### src/rtl/core/gcdm_pkg.sv
// Shared constants, types and helper functions of the grid cell dot matrix decoder.
package gcdm_pkg;

  localparam int MAX_WIDTH  = 2048;
  localparam int MAX_HEIGHT = 2048;
  localparam int GRID_SIZE  = 8;
  localparam int GRID_W     = $clog2(GRID_SIZE);

  localparam int DIM_W    = 12;
  localparam int THRESH_W = 8;
  localparam int PIX_W    = 8;

  localparam int WIDTH_W  = $clog2(MAX_WIDTH + 1);
  localparam int HEIGHT_W = $clog2(MAX_HEIGHT + 1);
  localparam int XPOS_W   = $clog2(MAX_WIDTH);
  localparam int YPOS_W   = $clog2(MAX_HEIGHT);
  localparam int XCELL_W  = (MAX_WIDTH / GRID_SIZE > 1) ? $clog2(MAX_WIDTH / GRID_SIZE) : 1;
  localparam int YCELL_W  = (MAX_HEIGHT / GRID_SIZE > 1) ? $clog2(MAX_HEIGHT / GRID_SIZE) : 1;

  localparam int RESET_WIDTH  = 64;
  localparam int RESET_HEIGHT = 64;
  localparam int RESET_THRESH = 185;

  // Grey conversion in 14-bit fixed point; the coefficients sum to one.
  localparam int COEF_B     = 1868;
  localparam int COEF_G     = 9617;
  localparam int COEF_R     = 4899;
  localparam int GREY_FRAC  = 14;
  localparam int GREY_ROUND = 1 << (GREY_FRAC - 1);
  localparam int GREY_SUM_W = PIX_W + GREY_FRAC;

  // A cell is set when white > black / 100, which equals 100 * white - black > 0.
  localparam int WHITE_WEIGHT = 100;
  localparam int CELL_PIX     = (MAX_WIDTH / GRID_SIZE) * (MAX_HEIGHT / GRID_SIZE);
  localparam int METRIC_W     = $clog2(CELL_PIX * WHITE_WEIGHT + 1) + 1;

  localparam int FIFO_DEPTH = 4;
  localparam int FIFO_AW    = $clog2(FIFO_DEPTH);

  localparam int NUM_REGS  = 3;
  localparam int DATA_W    = 32;
  localparam int ADDR_W    = $clog2(NUM_REGS * 4);
  localparam int REG_IDX_W = ADDR_W - 2;

  localparam logic [REG_IDX_W-1:0] REG_ROI_WIDTH  = REG_IDX_W'(0);
  localparam logic [REG_IDX_W-1:0] REG_ROI_HEIGHT = REG_IDX_W'(1);
  localparam logic [REG_IDX_W-1:0] REG_THRESHOLD  = REG_IDX_W'(2);

  typedef struct packed {
    logic [WIDTH_W-1:0]  width;
    logic [HEIGHT_W-1:0] height;
    logic [THRESH_W-1:0] threshold;
    logic                restart;
  } gcdm_cfg_t;

  typedef struct packed {
    logic              counted;
    logic [GRID_W-1:0] col;
    logic [PIX_W-1:0]  grey;
    logic              row_end;
    logic [GRID_W-1:0] row;
  } gcdm_item_t;

  function automatic int clamp_dim(input logic [DIM_W-1:0] raw, input int hi);
    int v;
    v = int'(raw);
    if (v < GRID_SIZE) begin
      return GRID_SIZE;
    end
    if (v > hi) begin
      return hi;
    end
    return v;
  endfunction

endpackage

### src/rtl/core/gcdm_regs.sv
// Configuration register file behind the APB-style port.
module gcdm_regs (
  input  logic                         clk,
  input  logic                         rst,
  input  logic                         psel,
  input  logic                         penable,
  input  logic                         pwrite,
  input  logic [gcdm_pkg::ADDR_W-1:0]  paddr,
  input  logic [gcdm_pkg::DATA_W-1:0]  pwdata,
  output logic [gcdm_pkg::DATA_W-1:0]  prdata,
  output logic                         pready,
  output gcdm_pkg::gcdm_cfg_t          cfg
);

  logic [gcdm_pkg::DIM_W-1:0]    raw_width;
  logic [gcdm_pkg::DIM_W-1:0]    raw_height;
  logic [gcdm_pkg::THRESH_W-1:0] threshold;
  logic [gcdm_pkg::WIDTH_W-1:0]  width;
  logic [gcdm_pkg::HEIGHT_W-1:0] height;
  logic [gcdm_pkg::REG_IDX_W-1:0] idx;
  logic                          wr;

  assign pready = 1'b1;
  assign idx    = paddr[gcdm_pkg::ADDR_W-1:2];
  assign wr     = psel && penable && pwrite && pready;

  always_ff @(posedge clk) begin
    if (rst) begin
      raw_width  <= gcdm_pkg::DIM_W'(gcdm_pkg::RESET_WIDTH);
      raw_height <= gcdm_pkg::DIM_W'(gcdm_pkg::RESET_HEIGHT);
      threshold  <= gcdm_pkg::THRESH_W'(gcdm_pkg::RESET_THRESH);
      width      <= gcdm_pkg::WIDTH_W'(
                      gcdm_pkg::clamp_dim(gcdm_pkg::DIM_W'(gcdm_pkg::RESET_WIDTH),
                                          gcdm_pkg::MAX_WIDTH));
      height     <= gcdm_pkg::HEIGHT_W'(
                      gcdm_pkg::clamp_dim(gcdm_pkg::DIM_W'(gcdm_pkg::RESET_HEIGHT),
                                          gcdm_pkg::MAX_HEIGHT));
    end else if (wr) begin
      unique case (idx)
        gcdm_pkg::REG_ROI_WIDTH: begin
          raw_width <= pwdata[gcdm_pkg::DIM_W-1:0];
          width     <= gcdm_pkg::WIDTH_W'(
                         gcdm_pkg::clamp_dim(pwdata[gcdm_pkg::DIM_W-1:0],
                                             gcdm_pkg::MAX_WIDTH));
        end
        gcdm_pkg::REG_ROI_HEIGHT: begin
          raw_height <= pwdata[gcdm_pkg::DIM_W-1:0];
          height     <= gcdm_pkg::HEIGHT_W'(
                          gcdm_pkg::clamp_dim(pwdata[gcdm_pkg::DIM_W-1:0],
                                              gcdm_pkg::MAX_HEIGHT));
        end
        gcdm_pkg::REG_THRESHOLD: begin
          threshold <= pwdata[gcdm_pkg::THRESH_W-1:0];
        end
        default: begin
        end
      endcase
    end
  end

  always_comb begin
    unique case (idx)
      gcdm_pkg::REG_ROI_WIDTH:  prdata = gcdm_pkg::DATA_W'(raw_width);
      gcdm_pkg::REG_ROI_HEIGHT: prdata = gcdm_pkg::DATA_W'(raw_height);
      gcdm_pkg::REG_THRESHOLD:  prdata = gcdm_pkg::DATA_W'(threshold);
      default:                  prdata = '0;
    endcase
  end

  // A geometry write restarts the frame at the same edge.
  always_comb begin
    cfg.width     = width;
    cfg.height    = height;
    cfg.threshold = threshold;
    cfg.restart   = wr && (idx == gcdm_pkg::REG_ROI_WIDTH ||
                           idx == gcdm_pkg::REG_ROI_HEIGHT);
  end

endmodule

### src/rtl/core/gcdm_front.sv
// Front end: accepts pixels, tracks the grid position and computes the grey level.
module gcdm_front (
  input  logic                        clk,
  input  logic                        rst,
  input  gcdm_pkg::gcdm_cfg_t         cfg,
  input  logic                        pix_valid,
  output logic                        pix_stall,
  input  logic [gcdm_pkg::PIX_W-1:0]  blue,
  input  logic [gcdm_pkg::PIX_W-1:0]  green,
  input  logic [gcdm_pkg::PIX_W-1:0]  red,
  input  logic                        q_full,
  output logic                        push,
  output gcdm_pkg::gcdm_item_t        item
);

  localparam int WX = gcdm_pkg::WIDTH_W + 1;
  localparam int WY = gcdm_pkg::HEIGHT_W + 1;

  logic [gcdm_pkg::XPOS_W-1:0]  x;
  logic [gcdm_pkg::YPOS_W-1:0]  y;
  logic [gcdm_pkg::XCELL_W-1:0] cx;
  logic [gcdm_pkg::YCELL_W-1:0] cy;
  logic [gcdm_pkg::GRID_W-1:0]  col;
  logic [gcdm_pkg::GRID_W-1:0]  row;

  logic [gcdm_pkg::WIDTH_W-1:0]  dc;
  logic [gcdm_pkg::HEIGHT_W-1:0] dr;
  logic [gcdm_pkg::XCELL_W-1:0]  dc_last;
  logic [gcdm_pkg::YCELL_W-1:0]  dr_last;
  logic [gcdm_pkg::GRID_W-1:0]   off_x;
  logic [gcdm_pkg::GRID_W-1:0]   off_y;
  logic [WX-1:0]                 end_x;
  logic [WY-1:0]                 end_y;
  logic                          x_started, y_started, x_in, y_in, x_last, y_last;
  logic [gcdm_pkg::GREY_SUM_W-1:0] grey_sum;

  assign dc      = cfg.width >> gcdm_pkg::GRID_W;
  assign dr      = cfg.height >> gcdm_pkg::GRID_W;
  assign dc_last = gcdm_pkg::XCELL_W'(dc - gcdm_pkg::WIDTH_W'(1));
  assign dr_last = gcdm_pkg::YCELL_W'(dr - gcdm_pkg::HEIGHT_W'(1));
  assign off_x   = cfg.width[gcdm_pkg::GRID_W-1:0] >> 1;
  assign off_y   = cfg.height[gcdm_pkg::GRID_W-1:0] >> 1;
  assign end_x   = WX'(dc << gcdm_pkg::GRID_W) + WX'(off_x);
  assign end_y   = WY'(dr << gcdm_pkg::GRID_W) + WY'(off_y);

  assign x_started = WX'(x) >= WX'(off_x);
  assign y_started = WY'(y) >= WY'(off_y);
  assign x_in      = x_started && (WX'(x) < end_x);
  assign y_in      = y_started && (WY'(y) < end_y);
  assign x_last    = (x == gcdm_pkg::XPOS_W'(cfg.width - gcdm_pkg::WIDTH_W'(1)));
  assign y_last    = (y == gcdm_pkg::YPOS_W'(cfg.height - gcdm_pkg::HEIGHT_W'(1)));

  assign grey_sum = gcdm_pkg::GREY_SUM_W'(gcdm_pkg::COEF_B * int'(blue) +
                                          gcdm_pkg::COEF_G * int'(green) +
                                          gcdm_pkg::COEF_R * int'(red) +
                                          gcdm_pkg::GREY_ROUND);

  assign pix_stall = q_full;
  assign push      = pix_valid && !q_full;

  always_comb begin
    item.counted = x_in && y_in;
    item.col     = col;
    item.grey    = grey_sum[gcdm_pkg::GREY_SUM_W-1 -: gcdm_pkg::PIX_W];
    item.row_end = x_last && y_in && (cy == dr_last);
    item.row     = row;
  end

  // Cell counters only advance once the left or top margin has been passed.
  always_ff @(posedge clk) begin
    if (rst || cfg.restart) begin
      x   <= '0;
      y   <= '0;
      cx  <= '0;
      cy  <= '0;
      col <= '0;
      row <= '0;
    end else if (push) begin
      if (x_last) begin
        x   <= '0;
        cx  <= '0;
        col <= '0;
        if (y_last) begin
          y   <= '0;
          cy  <= '0;
          row <= '0;
        end else begin
          y <= y + gcdm_pkg::YPOS_W'(1);
          if (y_started) begin
            if (cy == dr_last) begin
              cy  <= '0;
              row <= row + gcdm_pkg::GRID_W'(1);
            end else begin
              cy <= cy + gcdm_pkg::YCELL_W'(1);
            end
          end
        end
      end else begin
        x <= x + gcdm_pkg::XPOS_W'(1);
        if (x_started) begin
          if (cx == dc_last) begin
            cx  <= '0;
            col <= col + gcdm_pkg::GRID_W'(1);
          end else begin
            cx <= cx + gcdm_pkg::XCELL_W'(1);
          end
        end
      end
    end
  end

endmodule

### src/rtl/core/gcdm_fifo.sv
// Short queue of classified pixels between the front and back ends.
module gcdm_fifo (
  input  logic                 clk,
  input  logic                 rst,
  input  logic                 push,
  input  gcdm_pkg::gcdm_item_t wr_item,
  input  logic                 pop,
  output gcdm_pkg::gcdm_item_t head,
  output logic                 full,
  output logic                 empty
);

  gcdm_pkg::gcdm_item_t          mem [gcdm_pkg::FIFO_DEPTH];
  logic [gcdm_pkg::FIFO_AW-1:0]  wr_ptr;
  logic [gcdm_pkg::FIFO_AW-1:0]  rd_ptr;
  logic [gcdm_pkg::FIFO_AW:0]    count;

  assign full  = (count == (gcdm_pkg::FIFO_AW + 1)'(gcdm_pkg::FIFO_DEPTH));
  assign empty = (count == '0);
  assign head  = mem[rd_ptr];

  always_ff @(posedge clk) begin
    if (push) begin
      mem[wr_ptr] <= wr_item;
    end
  end

  always_ff @(posedge clk) begin
    if (rst) begin
      wr_ptr <= '0;
      rd_ptr <= '0;
      count  <= '0;
    end else begin
      if (push) begin
        wr_ptr <= wr_ptr + gcdm_pkg::FIFO_AW'(1);
      end
      if (pop) begin
        rd_ptr <= rd_ptr + gcdm_pkg::FIFO_AW'(1);
      end
      if (push && !pop) begin
        count <= count + (gcdm_pkg::FIFO_AW + 1)'(1);
      end else if (pop && !push) begin
        count <= count - (gcdm_pkg::FIFO_AW + 1)'(1);
      end
    end
  end

endmodule

### src/rtl/core/gcdm_back.sv
// Back end: per-cell white/black balance, row byte assembly and output register.
module gcdm_back (
  input  logic                          clk,
  input  logic                          rst,
  input  gcdm_pkg::gcdm_cfg_t           cfg,
  input  logic                          q_empty,
  input  gcdm_pkg::gcdm_item_t          head,
  output logic                          pop,
  output logic                          row_valid,
  input  logic                          row_stall,
  output logic [gcdm_pkg::GRID_SIZE-1:0] row_byte,
  output logic [gcdm_pkg::GRID_W-1:0]   row_index,
  output logic                          last_row
);

  // Each cell keeps 100 * white - black; its bit is set when that is positive.
  logic signed [gcdm_pkg::METRIC_W-1:0] metric      [gcdm_pkg::GRID_SIZE];
  logic signed [gcdm_pkg::METRIC_W-1:0] metric_next [gcdm_pkg::GRID_SIZE];
  logic signed [gcdm_pkg::METRIC_W-1:0] delta;
  logic [gcdm_pkg::GRID_SIZE-1:0]       bits;
  logic                                 white;

  assign white = head.grey > cfg.threshold;
  assign pop   = !q_empty && (!head.row_end || !row_valid || !row_stall);

  always_comb begin
    delta = white ? gcdm_pkg::METRIC_W'(gcdm_pkg::WHITE_WEIGHT) : '1;
    for (int j = 0; j < gcdm_pkg::GRID_SIZE; j++) begin
      if (head.counted && head.col == gcdm_pkg::GRID_W'(j)) begin
        metric_next[j] = metric[j] + delta;
      end else begin
        metric_next[j] = metric[j];
      end
      bits[gcdm_pkg::GRID_SIZE-1-j] = !metric_next[j][gcdm_pkg::METRIC_W-1] &&
                                      (metric_next[j] != '0);
    end
  end

  always_ff @(posedge clk) begin
    if (rst || cfg.restart) begin
      for (int j = 0; j < gcdm_pkg::GRID_SIZE; j++) begin
        metric[j] <= '0;
      end
    end else if (pop) begin
      for (int j = 0; j < gcdm_pkg::GRID_SIZE; j++) begin
        metric[j] <= head.row_end ? '0 : metric_next[j];
      end
    end
  end

  always_ff @(posedge clk) begin
    if (rst) begin
      row_valid <= 1'b0;
    end else if (pop && head.row_end) begin
      row_valid <= 1'b1;
    end else if (!row_stall) begin
      row_valid <= 1'b0;
    end
  end

  always_ff @(posedge clk) begin
    if (pop && head.row_end) begin
      row_byte  <= bits;
      row_index <= head.row;
      last_row  <= (head.row == gcdm_pkg::GRID_W'(gcdm_pkg::GRID_SIZE - 1));
    end
  end

endmodule

### src/rtl/core/grid_cell_dot_matrix_decoder_unit.sv
// Top level of the grid cell dot matrix decoder.
//
// Pixels of the region of interest enter in raster order on the pixel channel
// (pix_valid, pix_stall, blue, green, red), one transfer per pixel. Each pixel
// is turned into grey, compared with the threshold and counted into one of
// the eight cells of the current grid row; margin pixels are taken and dropped.
// After the last pixel of a grid row the block offers one byte on the row
// channel (row_valid, row_stall, row_byte, row_index, last_row), column zero
// in bit seven; last_row marks the eighth byte of a frame.
// Throughput is one pixel per cycle while pix_stall is low. The pixel that
// closes a grid row is written into the four-entry queue; once the back end
// takes it from the queue, it passes through the cell update into the output
// register, which then holds the valid row byte.
// While row_stall holds, the byte waits in the output register and the queue
// fills behind the next row-closing pixel; pix_stall rises only when it is full.
// Reset restores the register defaults (64 by 64 region, threshold 185) and
// starts a fresh frame, as does a roi_width or roi_height write. Registers are
// to be written through the APB-style port while idle; the block does not enforce this.
module grid_cell_dot_matrix_decoder_unit (
  input  logic                           clk,
  input  logic                           rst,
  input  logic                           psel,
  input  logic                           penable,
  input  logic                           pwrite,
  input  logic [gcdm_pkg::ADDR_W-1:0]    paddr,
  input  logic [gcdm_pkg::DATA_W-1:0]    pwdata,
  output logic [gcdm_pkg::DATA_W-1:0]    prdata,
  output logic                           pready,
  input  logic                           pix_valid,
  output logic                           pix_stall,
  input  logic [gcdm_pkg::PIX_W-1:0]     blue,
  input  logic [gcdm_pkg::PIX_W-1:0]     green,
  input  logic [gcdm_pkg::PIX_W-1:0]     red,
  output logic                           row_valid,
  input  logic                           row_stall,
  output logic [gcdm_pkg::GRID_SIZE-1:0] row_byte,
  output logic [gcdm_pkg::GRID_W-1:0]    row_index,
  output logic                           last_row
);

  gcdm_pkg::gcdm_cfg_t  cfg;
  gcdm_pkg::gcdm_item_t front_item;
  gcdm_pkg::gcdm_item_t head;
  logic                 push, pop, q_full, q_empty;

  gcdm_regs u_regs (
    .clk     (clk),
    .rst     (rst),
    .psel    (psel),
    .penable (penable),
    .pwrite  (pwrite),
    .paddr   (paddr),
    .pwdata  (pwdata),
    .prdata  (prdata),
    .pready  (pready),
    .cfg     (cfg)
  );

  gcdm_front u_front (
    .clk       (clk),
    .rst       (rst),
    .cfg       (cfg),
    .pix_valid (pix_valid),
    .pix_stall (pix_stall),
    .blue      (blue),
    .green     (green),
    .red       (red),
    .q_full    (q_full),
    .push      (push),
    .item      (front_item)
  );

  gcdm_fifo u_fifo (
    .clk     (clk),
    .rst     (rst),
    .push    (push),
    .wr_item (front_item),
    .pop     (pop),
    .head    (head),
    .full    (q_full),
    .empty   (q_empty)
  );

  gcdm_back u_back (
    .clk       (clk),
    .rst       (rst),
    .cfg       (cfg),
    .q_empty   (q_empty),
    .head      (head),
    .pop       (pop),
    .row_valid (row_valid),
    .row_stall (row_stall),
    .row_byte  (row_byte),
    .row_index (row_index),
    .last_row  (last_row)
  );

`ifndef SYNTHESIS
  // The queue is never written while full.
  a_no_overflow: assert property (@(posedge clk) disable iff (rst)
    q_full |-> !push)
    else $error("pixel queue written while full");

  // A row-closing item taken from the queue always shows up on the output.
  a_row_emitted: assert property (@(posedge clk) disable iff (rst)
    (pop && head.row_end) |=> row_valid)
    else $error("row byte lost after its closing pixel");

  // The end-of-frame flag and the grid row number agree.
  a_last_row: assert property (@(posedge clk) disable iff (rst)
    row_valid |-> (last_row == (row_index == gcdm_pkg::GRID_W'(gcdm_pkg::GRID_SIZE - 1))))
    else $error("last_row does not match row_index");
`endif

endmodule
### config.mk
export PLATFORM = sky130hd
export DESIGN_NAME = grid_cell_dot_matrix_decoder_unit
export DESIGN_NICKNAME = d
export VERILOG_FILES = /design/src/rtl/core/gcdm_pkg.sv /design/src/rtl/core/gcdm_regs.sv /design/src/rtl/core/gcdm_front.sv /design/src/rtl/core/gcdm_fifo.sv /design/src/rtl/core/gcdm_back.sv /design/src/rtl/core/grid_cell_dot_matrix_decoder_unit.sv
export SDC_FILE = /design/constraint.sdc
export NUM_CORES = 2
export LEC_CHECK = 0
export BUFFER_PORTS_ARGS = -buffer_cell sky130_fd_sc_hd__buf_2
export CORE_ASPECT_RATIO = 0.9
export CORE_MARGIN = 4
export CORE_UTILIZATION = 25
export DETAILED_ROUTE_END_ITERATION = 10
export PLACE_DENSITY_LB_ADDON = 0.08
export SLEW_MARGIN = 20
export SYNTH_ARGS = -nofsm -noshare
export SYNTH_HDL_FRONTEND = slang
export SYNTH_SLANG_ARGS = --single-unit
### constraint.sdc
create_clock -name clk -period 10.77 [get_ports clk]
set_input_delay 0.5385 -clock clk [delete_from_list [all_inputs] [get_ports clk]]
set_output_delay 0.5385 -clock clk [all_outputs]
set_load 0.03 [all_outputs]
==> impl_metrics.tcl <==
set metrics [dict create \
    syn_inst 3474 \
    synth_top_area_share_pct 25.3 \
    die_area_mm2 0.133 \
    path_clk_slew_ps 60 \
    reg2regPathDepth 23 \
    synth_top_family_by_area "adder cells" \
    fin_setup_tns_ps 0 \
    synth-edff-count 268 \
    hold_start "pwdata[8]" \
    cpMostUsedCell "fa_1" \
    synth_simple_gate_area_share_pct 17.2 \
    cp_max_fo 5 \
    core_region_area_mm2 0.126 \
    multi_input_area_mm2 0.0201 \
    ys.flop_type "edfxtp_1" \
    cpPeakStageDelay_ps 550 \
    drcViolationCount 0 \
    r2r_slack_ps 3600 \
    ys_warn_count 0 \
    routed_wl_um 82400 \
    outcome "finished, final reports clean" \
    dp.cells 5130 \
    ys_seq_elements 378 \
    cp-end-kind "flip-flop" \
    io_buffers 70 \
    synth_mux_area_share_pct 3.28 \
    synth_cell_types 95 \
    cp_num_buf_inv 5 \
    rows 123 \
    avgRoutedWirePerCell_um 15.8 \
    grt_max_degree 155 \
    arrival_ps 8090 \
    synthArstFlopShare_pct 0 \
    crit_required_ps 11100 \
    fin_nets 4019 \
    drt-initial-drc-count 1181 \
    rsz0062_at_grt "no" \
    nFillCells 13400 \
    vias 24000 \
    r2r-end "u_back.row_byte[3]" \
    cts.sinks 378 \
    fin_util_pct 28.2 \
    cts_buffers 50 \
    insertedDiodeCount 0 \
    period_share_pct 72.0 \
    regArea_mm2 0.0102 \
    antenna_found_initial 0 \
    whs_path_depth 3 \
    cts_root_buf "clkbuf_16" \
    ctsResizeCount 0 \
    holdBufCountCts 0 \
    fmax_ghz 0.129 \
    grt_overflow 0 \
    layout-drive-gt1-share_pct 6.51 \
    dp_hpwl_um 58200 \
    critPathKind "in2reg" \
    finalClockSkew_ps 41.6 \
    area_growth_syn_to_layout_pct 11.4 \
    synth_fa_ha_area_share_pct 19.9 \
    cap_violations 0 \
    clk_path_buf_depth 3 \
    crit_family "adder cells" \
    synth_area_leader_cell "edfxtp_1" \
    slew_headroom_pct 29.8 \
    die_y_um 347 \
    synth_compound_area_share_pct 15.1 \
    insertion_delay_ps 630 \
    grt_usage_pct 12.3 \
    fp.dieW_um 384 \
    synth_area_leaders "edfxtp_1 25%, ha_1 15%, dfxtp_1 6.9%" \
    worst_pin_slew_ps 1050 \
    grt_pass1_vias 24200 \
    yosysSeqAreaShare_pct 32.2 \
    io_pins 114 \
    drv_slew 0 \
    cts_tree "yes" \
    final_antenna_net_count 0 \
    synth_xor_area_share_pct 7.37 \
    routabilityCongestion 0.753 \
    syn_area_mm2 0.0319 \
    grt_pass1_wl_um 135000 \
    cts_max_level 2 \
    viasPerCell 4.59 \
    fin_cells 5219 \
    hold_ws_ps 177 \
    setup_violations 0 \
    hold_viol 0 \
    cp-start-kind "input port" \
    post_cts_buffers 0 \
    hold_end "u_regs.raw_height[8]" \
    slowest_stage "fa_1" \
    hold_path.class "in2reg" \
    initial_utilization_pct 25.3 \
    postSynthAreaPerCell_um2 9.17 \
    firstDrtPassIters 5 \
    post-route-min-period_ps 7760 \
]
==> worst max path at each step <==
stage	slack, ps	depth (start not counted)	startpoint	endpoint
2_1_floorplan	770	22	flip-flop	u_back.row_byte[3]
3_3_place_gp	2220	32	red[6]	u_fifo.mem[0][9]
3_5_place_dp	2280	30	red[6]	u_fifo.mem[0][9]
4_1_cts	2900	30	red[6]	u_fifo.mem[2][9]
5_1_grt	2330	31	red[6]	u_fifo.mem[0][9]
6_report	3010	30	red[6]	u_fifo.mem[0][9]
==> worst register-to-register path: cells and delay by family, from the launching register on <==
kind                       cells  cell delay, ps
AOI/OAI and AO/OA             11            2920
buffers and inverters          4            1650
adders and majority gates      2             790
muxes                          1             620
and+or+nand+nor                4             460
DFF                            1             310
xor gates and xnor gates       1             180
==> placed cells by master, fill, tap and decap left out, drive strengths merged, types with 23 or more instances in the layout <==
master  instances
a21oi         277
mux2i          65
clkbuf         65
nor2b          56
xor2          112
nand3          58
inv           246
o21ai         132
a31oi          33
nand2         335
edfxtp        268
nand4          39
nor3           82
nor4           23
a211oi         29
and3           39
or3            26
dfxtp         110
fa             84
a21o           59
buf            97
xnor2         156
o21a           49
nor2          347
a211o          24
ha            373
and2           26
==> metal layers <==
layer	share of wire [%]	vias up	GRT usage, %
met5	0	-	0
met2	44	187	19.5
met3	2.5	68	1.58
li1	-	12500	-
met1	52	11200	17.9
met4	1.4	0	2.18
==> stage by stage <==
step | instance area (um2) | setup slack [ps]
2_1_floorplan | 31900 | 771
3_3_place_gp | 34000 | 2220
3_5_place_dp | 34000 | 2280
4_1_cts | 35500 | 2900
5_1_grt | 35500 | 2330
6_report | 35500 | 3010
==> cells in the mapped netlist (15+ instances only) <==
master and count:
a211o_1 24, a211oi_1 28, a21o_1 59, a21oi_1 277, a31oi_1 33, and2_1 26, and3_1 39, buf_4 21
clkbuf_1 97, dfxtp_1 110, edfxtp_1 268, fa_1 84, ha_1 373, inv_1 244, mux2i_1 65, mux4_2 16
nand2_1 335, nand3_1 58, nand3b_1 15, nand4_1 39, nor2_1 347, nor2b_1 56, nor3_1 81, nor4_1 22
o211ai_1 21, o21a_1 49, o21ai_0 127, o21bai_1 16, o31ai_1 19, or2_2 18, or3_1 26, xnor2_1 156
xor2_1 112
==> layout make-up <==
cell class                      instances  share of cell area, %
Clock buffer                           65                   3.77
Inverter                              245                   2.60
Sequential cell                       378                   28.9
Clock inverter                         24                  0.458
Timing Repair Buffer                   97                   1.63
Multi-Input combinational cell       2723                   56.7
Tap cell                             1687                   5.95
==> flip-flops by register name, summed over array words and instances (netlist names), 8 cells and up, named ones only <==
signal and cells:
u_regs.threshold 8, u_front.x 11, u_back.row_byte 8, u_regs.raw_width 12, u_fifo.mem 64, u_front.cx 8, u_back.metric 192, u_regs.raw_height 12
u_front.cy 8, u_regs.height 12, u_regs.width 12, u_front.y 11
==> cell families (layout without fill, tap and decap cells) <==
kind of cell,after synthesis,count (layout)
AOI/OAI and AO/OA,751,751
buffers and inverters,392,431
adders and majority gates,457,457
muxes,84,84
and+or+nand+nor,1142,1142
other,2,21
DFF,378,378
xor gates and xnor gates,268,268
Power is left out: the tool's default activity adds up to more than one toggle a clock period on the data nets, which glitch-free logic cannot reach.
